**config.mk**
```make
export PLATFORM = sky130hd
export DESIGN_NAME = line_pixel_generator_unit
export DESIGN_NICKNAME = d
export VERILOG_FILES = /design/src/rtl/lpg_pkg.sv /design/src/rtl/lpg_setup.sv /design/src/rtl/lpg_step.sv /design/src/rtl/line_pixel_generator_unit.sv
export SDC_FILE = /design/constraint.sdc
export NUM_CORES = 1
export LEC_CHECK = 0
export BUFFER_PORTS_ARGS = -buffer_cell sky130_fd_sc_hd__buf_2
export CAP_MARGIN = 30
export CORE_ASPECT_RATIO = 0.5
export CORE_MARGIN = 3
export CORE_UTILIZATION = 45
export CTS_CLUSTER_SIZE = 14
export DETAILED_ROUTE_END_ITERATION = 16
export GPL_TIMING_DRIVEN = 0
export PLACE_DENSITY = 0.72
export SYNTH_ARGS = -nofsm -noshare
export SYNTH_HDL_FRONTEND = slang
export SYNTH_SLANG_ARGS = --single-unit
```
**constraint.sdc**
```tcl
create_clock -name i_clk -period 8.95 [get_ports i_clk]
set_input_delay 1.79 -clock i_clk [delete_from_list [all_inputs] [get_ports i_clk]]
set_output_delay 1.79 -clock i_clk [all_outputs]
set_load 0.01 [all_outputs]
```
**src/rtl/lpg_pkg.sv**
```systemverilog
// ----------------------------------------------------------------------------
// lpg_pkg
// Shared types and constants of the line pixel generator: beat layouts,
// command codes, the normalised line descriptor and register map.
// ----------------------------------------------------------------------------
package lpg_pkg;

    // coordinate and colour widths
    localparam int COORD_BITS     = 12;
    localparam int COLOR_BITS     = 16;
    localparam int APB_DATA_BITS  = 32;
    localparam int APB_ADDR_BITS  = 3;

    typedef logic signed [COORD_BITS-1:0] t_coord;
    typedef logic signed [COORD_BITS:0]   t_wide;
    typedef logic        [COORD_BITS-1:0] t_delta;
    typedef logic        [COORD_BITS:0]   t_err;
    typedef logic        [COLOR_BITS-1:0] t_color;

    localparam t_coord COORD_ONE = t_coord'(1);

    // command codes
    localparam logic CMD_START   = 1'b0;
    localparam logic CMD_ADVANCE = 1'b1;

    // register map (word index)
    localparam logic REG_DRAW_COLOR = 1'b0;
    localparam t_color DRAW_COLOR_RESET = t_color'(16'hFFFF);

    // input beat
    typedef struct packed {
        logic   cmd;
        t_coord start_x;
        t_coord start_y;
        t_coord end_x;
        t_coord end_y;
    } t_in_beat;

    // output beat
    typedef struct packed {
        t_coord pixel_x;
        t_coord pixel_y;
        t_color pixel_color;
        logic   last_pixel;
    } t_out_beat;

    // line with endpoints ordered along the major axis
    typedef struct packed {
        t_coord cur_x;
        t_coord cur_y;
        t_coord stop_x;
        t_coord stop_y;
        t_delta delta_major;
        t_delta delta_minor;
        logic   steep;
        logic   minor_down;
    } t_line;

    // status of the stepping stage
    typedef struct packed {
        logic produce;
        logic busy;
    } t_step_status;

endpackage

```
**src/rtl/lpg_setup.sv**
```systemverilog
// ----------------------------------------------------------------------------
// lpg_setup
// Normalises a start beat: absolute deltas, choice of major axis, endpoint
// order so the major coordinate rises, and direction of the minor axis.
// ----------------------------------------------------------------------------
module lpg_setup (
    input  lpg_pkg::t_in_beat i_beat,
    output lpg_pkg::t_line    o_line
);

    lpg_pkg::t_coord ax, ay, bx, by;
    lpg_pkg::t_coord first_x, first_y, last_x, last_y;
    lpg_pkg::t_wide  ax_e, ay_e, bx_e, by_e;
    lpg_pkg::t_wide  dx_w, dy_w;
    lpg_pkg::t_delta dx, dy;
    logic            x_a_gt, y_a_gt, steep, swap;

    // absolute deltas
    always_comb begin
        ax     = i_beat.start_x;
        ay     = i_beat.start_y;
        bx     = i_beat.end_x;
        by     = i_beat.end_y;
        ax_e   = lpg_pkg::t_wide'(ax);
        ay_e   = lpg_pkg::t_wide'(ay);
        bx_e   = lpg_pkg::t_wide'(bx);
        by_e   = lpg_pkg::t_wide'(by);
        x_a_gt = ax > bx;
        y_a_gt = ay > by;
        dx_w   = x_a_gt ? (ax_e - bx_e) : (bx_e - ax_e);
        dy_w   = y_a_gt ? (ay_e - by_e) : (by_e - ay_e);
        dx     = dx_w[lpg_pkg::COORD_BITS-1:0];
        dy     = dy_w[lpg_pkg::COORD_BITS-1:0];
    end

    // major axis and endpoint order
    always_comb begin
        steep   = dy > dx;
        swap    = steep ? y_a_gt : x_a_gt;
        first_x = swap ? bx : ax;
        first_y = swap ? by : ay;
        last_x  = swap ? ax : bx;
        last_y  = swap ? ay : by;

        o_line.cur_x       = first_x;
        o_line.cur_y       = first_y;
        o_line.stop_x      = last_x;
        o_line.stop_y      = last_y;
        o_line.delta_major = steep ? dy : dx;
        o_line.delta_minor = steep ? dx : dy;
        o_line.steep       = steep;
        o_line.minor_down  = steep ? (first_x > last_x) : (first_y > last_y);
    end

endmodule

```
**src/rtl/lpg_step.sv**
```systemverilog
// ----------------------------------------------------------------------------
// lpg_step
// Line state and one Bresenham step per beat: major advance, error update,
// clamped minor step and last-pixel detection.
// ----------------------------------------------------------------------------
module lpg_step (
    input  logic                  i_clk,
    input  logic                  i_rst_n,
    input  logic                  i_fire,
    input  logic                  i_cmd,
    input  lpg_pkg::t_line        i_line,
    input  lpg_pkg::t_color       i_color,
    output lpg_pkg::t_out_beat    o_pixel,
    output lpg_pkg::t_step_status o_status
);

    // move one step toward the target, never past it
    function automatic lpg_pkg::t_coord move_toward(
        input lpg_pkg::t_coord c,
        input lpg_pkg::t_coord target,
        input logic            down
    );
        lpg_pkg::t_coord res;
        res = c;
        if (down) begin
            if (c > target) res = c - lpg_pkg::COORD_ONE;
        end else begin
            if (c < target) res = c + lpg_pkg::COORD_ONE;
        end
        return res;
    endfunction

    lpg_pkg::t_coord r_cur_x, r_cur_y, r_stop_x, r_stop_y;
    lpg_pkg::t_delta r_delta_major, r_delta_minor;
    lpg_pkg::t_err   r_error_acc;
    logic            r_steep, r_minor_down, r_busy;

    lpg_pkg::t_coord n_cur_x, n_cur_y, n_stop_x, n_stop_y;
    lpg_pkg::t_delta n_delta_major, n_delta_minor;
    lpg_pkg::t_err   n_error_acc;
    logic            n_steep, n_minor_down, n_busy;

    lpg_pkg::t_coord base_x, base_y;
    lpg_pkg::t_err   base_err, err_sum;
    logic            produce, step_minor, last;

    // pick starting point of this step
    always_comb begin
        produce       = (i_cmd == lpg_pkg::CMD_START) || r_busy;
        if (i_cmd == lpg_pkg::CMD_START) begin
            base_x        = i_line.cur_x;
            base_y        = i_line.cur_y;
            n_stop_x      = i_line.stop_x;
            n_stop_y      = i_line.stop_y;
            n_delta_major = i_line.delta_major;
            n_delta_minor = i_line.delta_minor;
            n_steep       = i_line.steep;
            n_minor_down  = i_line.minor_down;
            base_err      = '0;
        end else begin
            base_x        = r_steep ? r_cur_x : r_cur_x + lpg_pkg::COORD_ONE;
            base_y        = r_steep ? r_cur_y + lpg_pkg::COORD_ONE : r_cur_y;
            n_stop_x      = r_stop_x;
            n_stop_y      = r_stop_y;
            n_delta_major = r_delta_major;
            n_delta_minor = r_delta_minor;
            n_steep       = r_steep;
            n_minor_down  = r_minor_down;
            base_err      = r_error_acc;
        end
    end

    // error update, minor step and end test
    always_comb begin
        err_sum    = base_err + lpg_pkg::t_err'(n_delta_minor);
        step_minor = err_sum >= lpg_pkg::t_err'(n_delta_major);
        n_error_acc = step_minor ? err_sum - lpg_pkg::t_err'(n_delta_major) : err_sum;
        n_cur_x    = (step_minor && n_steep)
                   ? move_toward(base_x, n_stop_x, n_minor_down) : base_x;
        n_cur_y    = (step_minor && !n_steep)
                   ? move_toward(base_y, n_stop_y, n_minor_down) : base_y;
        last       = n_steep ? (n_cur_y >= n_stop_y) : (n_cur_x >= n_stop_x);
        n_busy     = !last;
    end

    // line state
    always_ff @(posedge i_clk) begin
        if (!i_rst_n) begin
            r_cur_x       <= '0;
            r_cur_y       <= '0;
            r_stop_x      <= '0;
            r_stop_y      <= '0;
            r_delta_major <= '0;
            r_delta_minor <= '0;
            r_error_acc   <= '0;
            r_steep       <= 1'b0;
            r_minor_down  <= 1'b0;
            r_busy        <= 1'b0;
        end else if (i_fire && produce) begin
            r_cur_x       <= n_cur_x;
            r_cur_y       <= n_cur_y;
            r_stop_x      <= n_stop_x;
            r_stop_y      <= n_stop_y;
            r_delta_major <= n_delta_major;
            r_delta_minor <= n_delta_minor;
            r_error_acc   <= n_error_acc;
            r_steep       <= n_steep;
            r_minor_down  <= n_minor_down;
            r_busy        <= n_busy;
        end
    end

    // pixel and status
    always_comb begin
        o_pixel.pixel_x     = n_cur_x;
        o_pixel.pixel_y     = n_cur_y;
        o_pixel.pixel_color = i_color;
        o_pixel.last_pixel  = last;
        o_status.produce    = produce;
        o_status.busy       = r_busy;
    end

endmodule

```
**src/rtl/line_pixel_generator_unit.sv**
```systemverilog
// ----------------------------------------------------------------------------
// line_pixel_generator_unit
// Bresenham line drawer: turns start and advance beats into a pixel stream.
// ----------------------------------------------------------------------------
// Usage:
//   Input channel (i_in_valid / o_in_stall / i_in_beat): a beat with cmd
//   CMD_START loads two endpoints and yields the first pixel; a beat with
//   cmd CMD_ADVANCE yields the next pixel, or nothing when no line is live.
//   Output channel (o_out_valid / i_out_stall / o_out_beat): one pixel beat
//   per producing input beat, in draw_color, last_pixel set on the final one.
//   APB port: draw_color at byte address 0, write it only while idle.
//   Path: a pixel passes the input register, then the result register,
//   before it is offered. Throughput is one beat per cycle while
//   i_out_stall stays low, as the error update and minor step of the
//   loop are combinational.
//   Stall: while a pixel waits under i_out_stall one more input beat is
//   held in the input register; then o_in_stall rises.
//   Reset: no line active, draw_color = 0xFFFF, both channels empty.
// ----------------------------------------------------------------------------
module line_pixel_generator_unit (
    input  logic                                 i_clk,
    input  logic                                 i_rst_n,
    // input channel
    input  logic                                 i_in_valid,
    output logic                                 o_in_stall,
    input  lpg_pkg::t_in_beat                    i_in_beat,
    // output channel
    output logic                                 o_out_valid,
    input  logic                                 i_out_stall,
    output lpg_pkg::t_out_beat                   o_out_beat,
    // configuration
    input  logic                                 psel,
    input  logic                                 penable,
    input  logic                                 pwrite,
    input  logic [lpg_pkg::APB_ADDR_BITS-1:0]    paddr,
    input  logic [lpg_pkg::APB_DATA_BITS-1:0]    pwdata,
    output logic [lpg_pkg::APB_DATA_BITS-1:0]    prdata,
    output logic                                 pready
);

    logic                  r_in_valid, r_out_valid;
    logic                  r_cmd;
    lpg_pkg::t_line        r_line;
    lpg_pkg::t_out_beat    r_out_beat;
    lpg_pkg::t_color       r_draw_color;

    lpg_pkg::t_line        setup_line;
    lpg_pkg::t_out_beat    step_pixel;
    lpg_pkg::t_step_status step_status;
    logic                  out_free, fire, in_accept, reg_index, cfg_write;

    // start beat normalisation
    lpg_setup u_setup (
        .i_beat (i_in_beat),
        .o_line (setup_line)
    );

    // handshake control
    always_comb begin
        out_free   = !r_out_valid || !i_out_stall;
        fire       = r_in_valid && out_free;
        o_in_stall = r_in_valid && !out_free;
        in_accept  = i_in_valid && !o_in_stall;
    end

    // input register
    always_ff @(posedge i_clk) begin
        if (!i_rst_n) begin
            r_in_valid <= 1'b0;
        end else if (in_accept) begin
            r_in_valid <= 1'b1;
        end else if (fire) begin
            r_in_valid <= 1'b0;
        end
    end

    always_ff @(posedge i_clk) begin
        if (in_accept) begin
            r_cmd  <= i_in_beat.cmd;
            r_line <= setup_line;
        end
    end

    // stepping stage
    lpg_step u_step (
        .i_clk    (i_clk),
        .i_rst_n  (i_rst_n),
        .i_fire   (fire),
        .i_cmd    (r_cmd),
        .i_line   (r_line),
        .i_color  (r_draw_color),
        .o_pixel  (step_pixel),
        .o_status (step_status)
    );

    // result register
    always_ff @(posedge i_clk) begin
        if (!i_rst_n) begin
            r_out_valid <= 1'b0;
        end else if (fire) begin
            r_out_valid <= step_status.produce;
        end else if (!i_out_stall) begin
            r_out_valid <= 1'b0;
        end
    end

    always_ff @(posedge i_clk) begin
        if (fire && step_status.produce) begin
            r_out_beat <= step_pixel;
        end
    end

    assign o_out_valid = r_out_valid;
    assign o_out_beat  = r_out_beat;

    // configuration register
    always_comb begin
        reg_index = paddr[lpg_pkg::APB_ADDR_BITS-1];
        cfg_write = psel && penable && pwrite && pready;
    end

    always_ff @(posedge i_clk) begin
        if (!i_rst_n) begin
            r_draw_color <= lpg_pkg::DRAW_COLOR_RESET;
        end else if (cfg_write && reg_index == lpg_pkg::REG_DRAW_COLOR) begin
            r_draw_color <= pwdata[lpg_pkg::COLOR_BITS-1:0];
        end
    end

    assign pready = 1'b1;
    assign prdata = (reg_index == lpg_pkg::REG_DRAW_COLOR)
                  ? lpg_pkg::APB_DATA_BITS'(r_draw_color) : '0;

    // checks
    a_start_gives_pixel: assert property (@(posedge i_clk) disable iff (!i_rst_n)
        fire && r_cmd == lpg_pkg::CMD_START |=> r_out_valid)
        else $error("start beat produced no pixel");

    a_idle_advance_silent: assert property (@(posedge i_clk) disable iff (!i_rst_n)
        fire && r_cmd == lpg_pkg::CMD_ADVANCE && !step_status.busy |=> !r_out_valid)
        else $error("advance with no live line produced a pixel");

    a_last_ends_line: assert property (@(posedge i_clk) disable iff (!i_rst_n)
        fire && step_status.produce && step_pixel.last_pixel |=> !step_status.busy)
        else $error("line still live after its last pixel");

    a_more_keeps_line: assert property (@(posedge i_clk) disable iff (!i_rst_n)
        fire && step_status.produce && !step_pixel.last_pixel |=> step_status.busy)
        else $error("line dropped before its last pixel");

endmodule
```
# --- After elaboration in Yosys (flattened, before gate mapping) ---
# Cells that the tools add are included.
word_totals:
  reg_bits: 222
op_classes:
  n_addsub: 12
  order_cmp: 12
  n_eq_ne: 1
  n_mux: 36
  bitwise: 2
  n_reduce_logical: 18
ops:
  columns: ["operator", "count"]
  rows:
  - ["$mux 12", 24]
  - ["$gt 12x12->1", 7]
  - ["$add 12x2->12 const B", 4]
  - ["$sub 12x12->12", 4]
  - ["$mux 13", 2]
  - ["$ge 12x12->1", 2]
  - ["$lt 12x12->1", 2]
  - ["$sub 12x2->12 const B", 2]
  - ["$mux 16", 1]
  - ["$add 13x12->13", 1]
  - ["$ge 13x12->1", 1]
  - ["$sub 13x12->13", 1]
  - ["$logic_and 1x1->1", 9]
  - ["$mux 1", 9]
  - ["$logic_not 1->1", 6]
  - ["$logic_or 1x1->1", 2]
  - ["$ne 2x1->1 const B", 1]
  - ["$not 1->1", 2]
  - ["$reduce_bool 2->1", 1]

# --- Logic depth before layout (Yosys ltp) ---
# Gate-level depths: netlist of the first run.
logic_depth:
  ltp_word: 10
  mapped_depth: 40
  mapped_depth_nobuf: 33

# --- Hierarchy ---
# From an unflattened synthesis of the first run, not the netlist that was laid out.
unflattened:
  hier_cells: 1867
  area_unflattened_um2: 16837.4
modules_own_cells:
  columns: ["module", "n_inst", "cells_per_inst", "area_each_um2"]
  rows:
  - ["lpg_step", 1, 1031, 8220.4]
  - ["line_pixel_generator_unit", 1, 232, 4556.9]
  - ["lpg_setup", 1, 604, 4060.1]

# --- Worst setup path after synthesis of the first run ---
# No wires, ideal clock.
synth_timing:
  kind: "input to register"
  from: "input i_in_beat[11] (netlist bit)"
  to: "register r_line[0] (netlist bit) (data pin)"
  setup_ns: 0.280
  t_arrival_ns: 7.636
  path_slack_ns: 1.034
  cell_stages: 28
  path_buffers: 3
  path_cell_list: "inv_1 ha_1 nand4_1 or3_1 o221a_1 a211oi_4 buf_2 mux2i_1 nor2_1 a311oi_2 o21ai_1 a221oi_2 xnor2_1 ha_1 and4_1 nand3_1 a21o_1 a21oi_1 a21o_1 and2_4 buf_6 buf_2 o21ai_0 a221oi_2 o31ai_1 nor4_2 mux2i_1 o32ai_1"
synth_rtl:
  columns: ["item", "line", "source"]
  rows:
  - ["start, declared", "line_pixel_generator_unit.sv:26", "input lpg_pkg::t_in_beat i_in_beat,"]
  - ["end signal, assigned", "line_pixel_generator_unit.sv:80", "r_line <= setup_line;"]
  - ["end, declared", "line_pixel_generator_unit.sv:43", "lpg_pkg::t_line r_line;"]

==> flow_summary.rst, run 1 <==
.. list-table::
   :header-rows: 1

   * - Metric
     - Value
   * - Cell types with the highest counts after synthesis
     - 177 x sky130_fd_sc_hd__nand2_1, 161 x sky130_fd_sc_hd__nor2_1, 138 x sky130_fd_sc_hd__ha_1
   * - WP data required
     - 9.15 ns
   * - Library cells used by synthesis
     - 77
   * - Start-to-end type of the worst setup path
     - in2reg
   * - Final critical delay including setup and external delays
     - 8.55 ns
   * - Cell chosen for the clock root
     - sky130_fd_sc_hd__clkbuf_16
   * - Post-synth top area cell
     - sky130_fd_sc_hd__edfxtp_1
   * - Main synth FF type
     - sky130_fd_sc_hd__edfxtp_1
   * - Final Instance Count excl. Fillers
     - 2,342
   * - Final total power
     - 4190 µW
   * - CTS H-Tree Depth
     - 1
   * - Placer Congestion
     - 0.984
   * - Syn avg cell area
     - 8.89 µm²
   * - Critical Path Slowest Stage Cell
     - sky130_fd_sc_hd__or3_1
   * - Share of total power consumed by net switching
     - 39.6%
   * - Wire length of the first global-routing pass
     - 68,300 µm
   * - Chip Width
     - 265 µm
   * - Fin crit share
     - 95.6%
   * - Sequential share of the synthesized area
     - 37.0%
   * - Area of the core
     - 32,400 µm²
   * - Setup repair after global routing missed its margin
     - no
   * - Hold violation count in the final report
     - 0
   * - Vias post-DR
     - 13,200
   * - Placement Rows
     - 46
   * - Final routed wirelength across all metal layers
     - 45,200 µm
   * - Area of the multi-input gates
     - 8810 µm²
   * - Total power density per cell area
     - 241 nW/µm²
   * - Part of the total power dissipated in sequential elements
     - 33.6%
   * - Initial Util
     - 46.7%
   * - Maximum VDD drop
     - 122 µV
   * - Data arrival at the endpoint of the critical path
     - 8.76 ns
   * - Count of state elements after synthesis
     - 222
   * - Maximum Capacitance Violations
     - 0
   * - Routed WL per cell
     - 19.3 µm
   * - Initial DRT Pass Iterations
     - 5
   * - Cts bufs inserted
     - 23
   * - Post-synthesis to final-layout area growth
     - 14.9%
   * - Clock insertion delay at the later pin of the skew report
     - 0.52 ns
   * - Vias in the first global route
     - 12,000
   * - Final Skew
     - 0.0198 ns
   * - Average via count per standard cell
     - 5.63
   * - Post-DRT Antenna Nets
     - 0
   * - Final core occ
     - 53.7%
   * - Maximum achievable frequency
     - 117 MHz
   * - Final number of max-transition violations
     - 0
   * - Detailed-route DRC error count
     - 0
   * - Portion of total power attributed to combinational logic
     - 43.4%
   * - Largest cells by area after synthesis
     - sky130_fd_sc_hd__edfxtp_1 23%, sky130_fd_sc_hd__dfxtp_1 14%, sky130_fd_sc_hd__ha_1 11%
   * - Max clock buf depth
     - 3
   * - P_leak
     - 0.00749 µW
   * - Highest net fanout along the worst path
     - 10
   * - Post-synth EDFFs
     - 116
   * - Sink count of the clock tree
     - 222
   * - Share of layout cells above drive strength 1
     - 14.4%
   * - Synthesis warning total
     - 0
   * - Async set or reset register ratio after synthesis
     - 0%
   * - Remaining global-route overflow
     - 0
   * - Proportion of power drawn by the clock network
     - 23.0%
   * - Area of the die
     - 36,000 µm²
   * - Total of fill cells in the finished design
     - 2,997
   * - Initial antenna violation count
     - 4
   * - Total I/O pin count
     - 167
   * - Post-detail-place hpwl
     - 35,500 µm
   * - Startpoint Class
     - input pin
   * - Final setup violation count
     - 0
   * - Top-count cell post-synth
     - sky130_fd_sc_hd__nand2_1
   * - Number of buffers inserted by hold repair at cts
     - 0
   * - # nets final
     - 2,124
   * - Vertical extent of the die
     - 136 µm
   * - Post-placement cell count
     - 2,284
   * - Number of violations reported at the end of detailed-routing iteration 0
     - 1,403
   * - Delay of the slowest cell on the worst path
     - 0.49 ns
   * - Total track usage
     - 24.4%
   * - Worst setup EP type
     - register
   * - Result of the run
     - complete, no violations
   * - Remaining max-slew budget at the tightest pin
     - 33.1%
   * - Path class of the lowest-slack min-delay path
     - reg2reg
   * - Most frequent cell on the critical path
     - sky130_fd_sc_hd__buf_2
   * - Synthesized instance count
     - 1,703
   * - Clock-pin slew reported for the worst setup and hold paths after clock tree synthesis
     - 0.06 ns
   * - Netlist Area Pre-Place
     - 15,100 µm²
   * - Switching component of the power
     - 1660 µW
   * - Cell-internal power
     - 2530 µW
   * - Number of buffers added on ports
     - 131
   * - Fraction of post-synthesis cell area in the top cell type by area
     - 23.0%
   * - Largest net degree at the start of global routing
     - 38
   * - Worst slew pin tran
     - 1.00 ns
   * - CTS tree
     - yes
   * - Area taken by flip-flops and latches
     - 5610 µm²
cell type report:
cell class                      count  share of cell area [%]
Antenna cell                        4                  0.0575
Buffer                             93                    2.52
Clock buffer                       32                    3.73
Clock inverter                     10                   0.647
Inverter                          106                    2.29
Multi-Input combinational cell   1294                    50.7
Sequential cell                   222                    32.2
Tap cell                          432                    3.11
Timing Repair Buffer              149                    4.76
per-layer routing:
metal  vias to the layer above  track usage [%]  wire (µm)
li1                       6401                -          -
met1                      6191             37.1      22100
met2                       528             36.5      18300
met3                        64             3.23       3720
met4                         0             6.02        979
met5                         -                0          0
final timing paths:
| check | start | endpoint | slack [ns] | depth (start not counted) |
|---|---|---|---|---|
| worst max-delay path | i_in_beat[11] | r_line[0]$_DFFE_PP_ | 0.40 | 29 |
| worst min-delay path | r_draw_color[3]$_SDFFE_PN1P_ | o_out_beat[4]$_DFFE_PP_ | 0.44 | 0 |
| worst max register to register | r_cmd$_DFFE_PP_ | u_step.r_busy$_SDFFE_PN0P_ | 0.60 | 36 |
| worst min register to register | r_draw_color[3]$_SDFFE_PN1P_ | o_out_beat[4]$_DFFE_PP_ | 0.44 | 0 |
sequential cells by signal (all words and copies together), names as in the netlist, 12 cells and up:
| signal | count |
|---|---|
| u_step.r_delta_major | 12 |
| r_line | 74 |
| r_draw_color | 16 |
| u_step.r_cur_y | 12 |
| u_step.r_cur_x | 12 |
| u_step.r_error_acc | 13 |
| u_step.r_stop_x | 12 |
| o_out_beat | 41 |
| u_step.r_delta_minor | 12 |
| u_step.r_stop_y | 12 |
logic make-up (layout without fill, tap and decap cells):
logic type / count (synthesis) / after routing / share of synthesized area (%)
muxes: 96 / 96 / 6.62
buffers and inverters: 202 / 390 / 5.53
and+or+nand+nor: 554 / 554 / 17.0
AOI/OAI and AO/OA: 400 / 400 / 16.8
other: 2 / 21 / 0.0496
adders and majority gates: 144 / 144 / 12.2
xor gates and xnor gates: 83 / 83 / 4.85
DFF: 222 / 222 / 37.0
power by group through the flow:
stage | Clock, µW | Combinational, µW | Sequential (µW)
final | 964 | 1820 | 1410
after global routing | 1010 | 1990 | 1410
after CTS | 975 | 1760 | 1400
after detailed placement | 0 | 1730 | 1420
after global placement | 0 | 1710 | 1420
after floorplan | 0 | 1220 | 1360
repair_timing:
item                       4_1_cts  5_1_grt
buffers inserted                 3       12
setup endpoints to repair        3        3
gates resized for setup         11        4
hold endpoints to repair         0        0
pin swaps                        1        4
worst max-delay path, delay by kind of cell:
| kind | cells | cell delay (ns) |
|---|---|---|
| and+or+nand+nor | 7 | 1.62 |
| xor gates and xnor gates | 1 | 0.15 |
| adders and majority gates | 2 | 0.78 |
| AOI/OAI and AO/OA | 12 | 2.82 |
| buffers and inverters | 5 | 0.99 |
| muxes | 2 | 0.58 |
metrics by stage:
stage	setup TNS (ns)	hold WS [ns]	instance area, µm²	setup WS (ns)
floorplan	0	0.422	15200	1.03
global placement	-9.61	0.430	16400	-1.20
detailed placement	-8.86	0.434	16500	-1.24
CTS	0	0.446	17300	0.0574
global route	0	0.468	17400	0.00442
finish	0	0.443	17400	0.397
placed cells by master, fill, tap and decap left out, types with 6 or more instances in the layout:
cell type	n
sky130_fd_sc_hd__nand2_1	177
sky130_fd_sc_hd__nor2_1	161
sky130_fd_sc_hd__buf_2	140
sky130_fd_sc_hd__ha_1	138
sky130_fd_sc_hd__edfxtp_1	116
sky130_fd_sc_hd__o21ai_0	113
sky130_fd_sc_hd__dfxtp_1	106
sky130_fd_sc_hd__inv_1	104
sky130_fd_sc_hd__a21oi_1	104
sky130_fd_sc_hd__clkbuf_1	65
sky130_fd_sc_hd__mux2i_1	63
sky130_fd_sc_hd__nand3_1	52
sky130_fd_sc_hd__xnor2_1	48
sky130_fd_sc_hd__a211oi_1	48
sky130_fd_sc_hd__xor2_1	33
sky130_fd_sc_hd__mux2_2	32
sky130_fd_sc_hd__a21o_1	32
sky130_fd_sc_hd__buf_4	32
sky130_fd_sc_hd__nor2b_1	30
sky130_fd_sc_hd__nor3_1	28
sky130_fd_sc_hd__clkbuf_16	23
sky130_fd_sc_hd__nand4_1	20
sky130_fd_sc_hd__and3_1	19
sky130_fd_sc_hd__and2_1	19
sky130_fd_sc_hd__conb_1	17
sky130_fd_sc_hd__nand2b_1	12
sky130_fd_sc_hd__o21a_1	9
sky130_fd_sc_hd__a31oi_1	8
sky130_fd_sc_hd__o22ai_1	7
sky130_fd_sc_hd__and4_1	6
sky130_fd_sc_hd__o21ai_1	6
sky130_fd_sc_hd__o211ai_1	6
sky130_fd_sc_hd__fa_1	6
(Power assumes the default switching activity.)
==> inputs of run 2 (changes only) <==
--- a/config.mk
+++ b/config.mk
@@ -10,6 +10,7 @@
 export CORE_ASPECT_RATIO = 0.5
 export CORE_MARGIN = 3
 export CORE_UTILIZATION = 45
+export CTS_BUF_LIST = sky130_fd_sc_hd__clkbuf_16
 export CTS_CLUSTER_SIZE = 14
 export DETAILED_ROUTE_END_ITERATION = 16
 export GPL_TIMING_DRIVEN = 0
==> run 2 against run 1 <==
Against the previous run:
- design area decreased by 0.23%
- sequential power barely moved
- clock skew shrank 0.0013 ns
- hold slack is essentially flat
- global-route usage is essentially flat
- die area did not move
- non-clock buffer count unchanged
- clock power is 4.7% lower
- routed wire length down 0.23%
- setup slack better by 0.0054 ns
- clock-buffer cell count decreased by 9
- register-to-register slack gained 0.03 ns
==> flow_summary.rst, run 2 (synthesis gave the netlist of run 1 again) <==
.. list-table::
   :header-rows: 1

   * - Metric
     - Value
   * - Vias post-DR
     - 13,200
   * - Buf/Inv on CP
     - 5
   * - Total power density per cell area
     - 239 nW/µm²
   * - Most common cell after layout, fill and taps aside
     - sky130_fd_sc_hd__nand2_1
   * - Post-DRT Antenna Nets
     - 0
   * - Worst slew pin tran
     - 1.04 ns
   * - CTS tree
     - yes
   * - Total of fill cells in the finished design
     - 3,009
   * - Total track usage
     - 24.4%
   * - Clock-pin slew reported for the worst setup and hold paths after clock tree synthesis
     - 0.06 ns
   * - Largest Register
     - r_line
   * - Post-detail-place hpwl
     - 35,500 µm
   * - Path class of the lowest-slack min-delay path
     - reg2reg
   * - Busiest layer in global routing
     - met1
   * - Post-synthesis to final-layout area growth
     - 14.6%
   * - # nets final
     - 2,124
   * - Remaining global-route overflow
     - 0
   * - Cell chosen for the clock root
     - sky130_fd_sc_hd__clkbuf_16
   * - Vertical extent of the die
     - 136 µm
   * - Critical register-to-register path startpoint
     - r_cmd$_DFFE_PP_
   * - Commonest cells after routing, fill and taps aside
     - 177 x sky130_fd_sc_hd__nand2_1, 161 x sky130_fd_sc_hd__nor2_1, 140 x sky130_fd_sc_hd__buf_2
   * - Area of the core
     - 32,400 µm²
   * - Number of buffers inserted by hold repair at cts
     - 0
   * - Cts bufs inserted
     - 23
   * - Average via count per standard cell
     - 5.63
   * - Met2 usage in global routing
     - 36.5%
   * - Final routed wirelength across all metal layers
     - 45,100 µm
   * - Worst setup EP type
     - register
   * - Number of buffers added on ports
     - 131
   * - WP data required
     - 9.16 ns
   * - Crit path setup slack, layout
     - 0.402 ns
   * - Most frequent cell on the critical path
     - sky130_fd_sc_hd__buf_2
   * - Total I/O pin count
     - 167
   * - Highest net fanout along the worst path
     - 10
   * - Delay of the slowest cell on the worst path
     - 0.49 ns
   * - Clock insertion delay at the later pin of the skew report
     - 0.52 ns
   * - Initial Util
     - 46.7%
   * - Critical Path Slowest Stage Cell
     - sky130_fd_sc_hd__or3_1
   * - Chip Width
     - 265 µm
   * - Final critical delay including setup and external delays
     - 8.55 ns
   * - Crit path max-delay family
     - compound AO/OA/AOI/OAI gates
   * - Maximum achievable frequency
     - 117 MHz
   * - Final setup violation count
     - 0
   * - Setup repair after global routing missed its margin
     - no
   * - Area of the die
     - 36,000 µm²
   * - Min Hold Slack
     - 0.443 ns
   * - Final Skew
     - 0.0184 ns
   * - Startpoint Class
     - input pin
   * - Hold violation count in the final report
     - 0
   * - P_leak
     - 0.00749 µW
   * - Result of the run
     - complete, no violations
   * - Max clock buf depth
     - 3
   * - Final total power
     - 4140 µW
   * - CTS H-Tree Depth
     - 1
   * - Initial DRT Pass Iterations
     - 5
   * - Wire length of the first global-routing pass
     - 68,200 µm
   * - Routed WL per cell
     - 19.2 µm
   * - Number of flip-flops under the largest register name
     - 74
   * - Placer Congestion
     - 0.984
   * - Final core occ
     - 53.6%
   * - Placement Rows
     - 46
   * - Remaining max-slew budget at the tightest pin
     - 30.7%
   * - Initial antenna violation count
     - 4
   * - GR Util met1
     - 37.0%
   * - Largest net degree at the start of global routing
     - 38
   * - Data arrival at the endpoint of the critical path
     - 8.75 ns
   * - Fin crit share
     - 95.5%
   * - Share of layout cells above drive strength 1
     - 14.2%
   * - Final number of max-transition violations
     - 0
   * - Hold path startpoint
     - r_draw_color[3]$_SDFFE_PN1P_
   * - Placement-stage worst setup slack
     - -1.24 ns
   * - Sink count of the clock tree
     - 222
   * - Maximum Capacitance Violations
     - 0
   * - Global Route met3 Usage
     - 3.25%
   * - Detailed-route DRC error count
     - 0
   * - Crit path from
     - i_in_beat[11]
   * - Vias in the first global route
     - 12,000
   * - Maximum VDD drop
     - 121 µV
   * - Start-to-end type of the worst setup path
     - in2reg
   * - Number of violations reported at the end of detailed-routing iteration 0
     - 1,290
[run 2: power breakdown]
group | switching (µW) | leakage [µW] | internal [µW]
logic | 1160 | 0.00516 | 659
clock network | 393 | 0.000371 | 527
registers | 102 | 0.00196 | 1300
[run 2: final timing paths]
path / to / slack [ns] / depth (start not counted)
setup reg to reg: u_step.r_busy$_SDFFE_PN0P_ / 0.63 / 36
hold / removal: o_out_beat[4]$_DFFE_PP_ / 0.44 / 0
setup / recovery: r_line[0]$_DFFE_PP_ / 0.40 / 29
hold reg to reg: o_out_beat[4]$_DFFE_PP_ / 0.44 / 0
[run 2: area by class of cell]
cell class	count	area, µm²	share of cell area (%)
multi-input combinational	1294	8810	50.8
sequential	222	5610	32.3
timing repair buffer	149	828	4.77
clock buffer	23	576	3.32
tap	432	541	3.11
buffer	93	438	2.52
inverter	106	398	2.29
clock inverter	19	146	0.844
antenna	4	10.0	0.0577
[run 2: per-stage QoR]
stage               instances  TNS [ns]  instance area [µm²]
finish                   2342         0                17400
global route             2342         0                17400
CTS                      2327         0                17200
detailed placement       2284     -8.86                16500
global placement         2281     -9.61                16400
floorplan                1718         0                15200
[run 2: repair_timing]
| item | CTS | global route |
|---|---|---|
| setup buffers | 3 | 12 |
| gates cloned | 0 | 0 |
| endpoints found under the setup margin | 3 | 3 |
| gates resized for setup | 11 | 4 |
| pin swaps | 1 | 4 |
[run 2: metal layers]
layer  share of wire, %  vias to the layer above
met4                2.0                        0
li1                   -                     6409
met3                8.6                       55
met2                 41                      570
met5                  0                        -
met1                 48                     6160
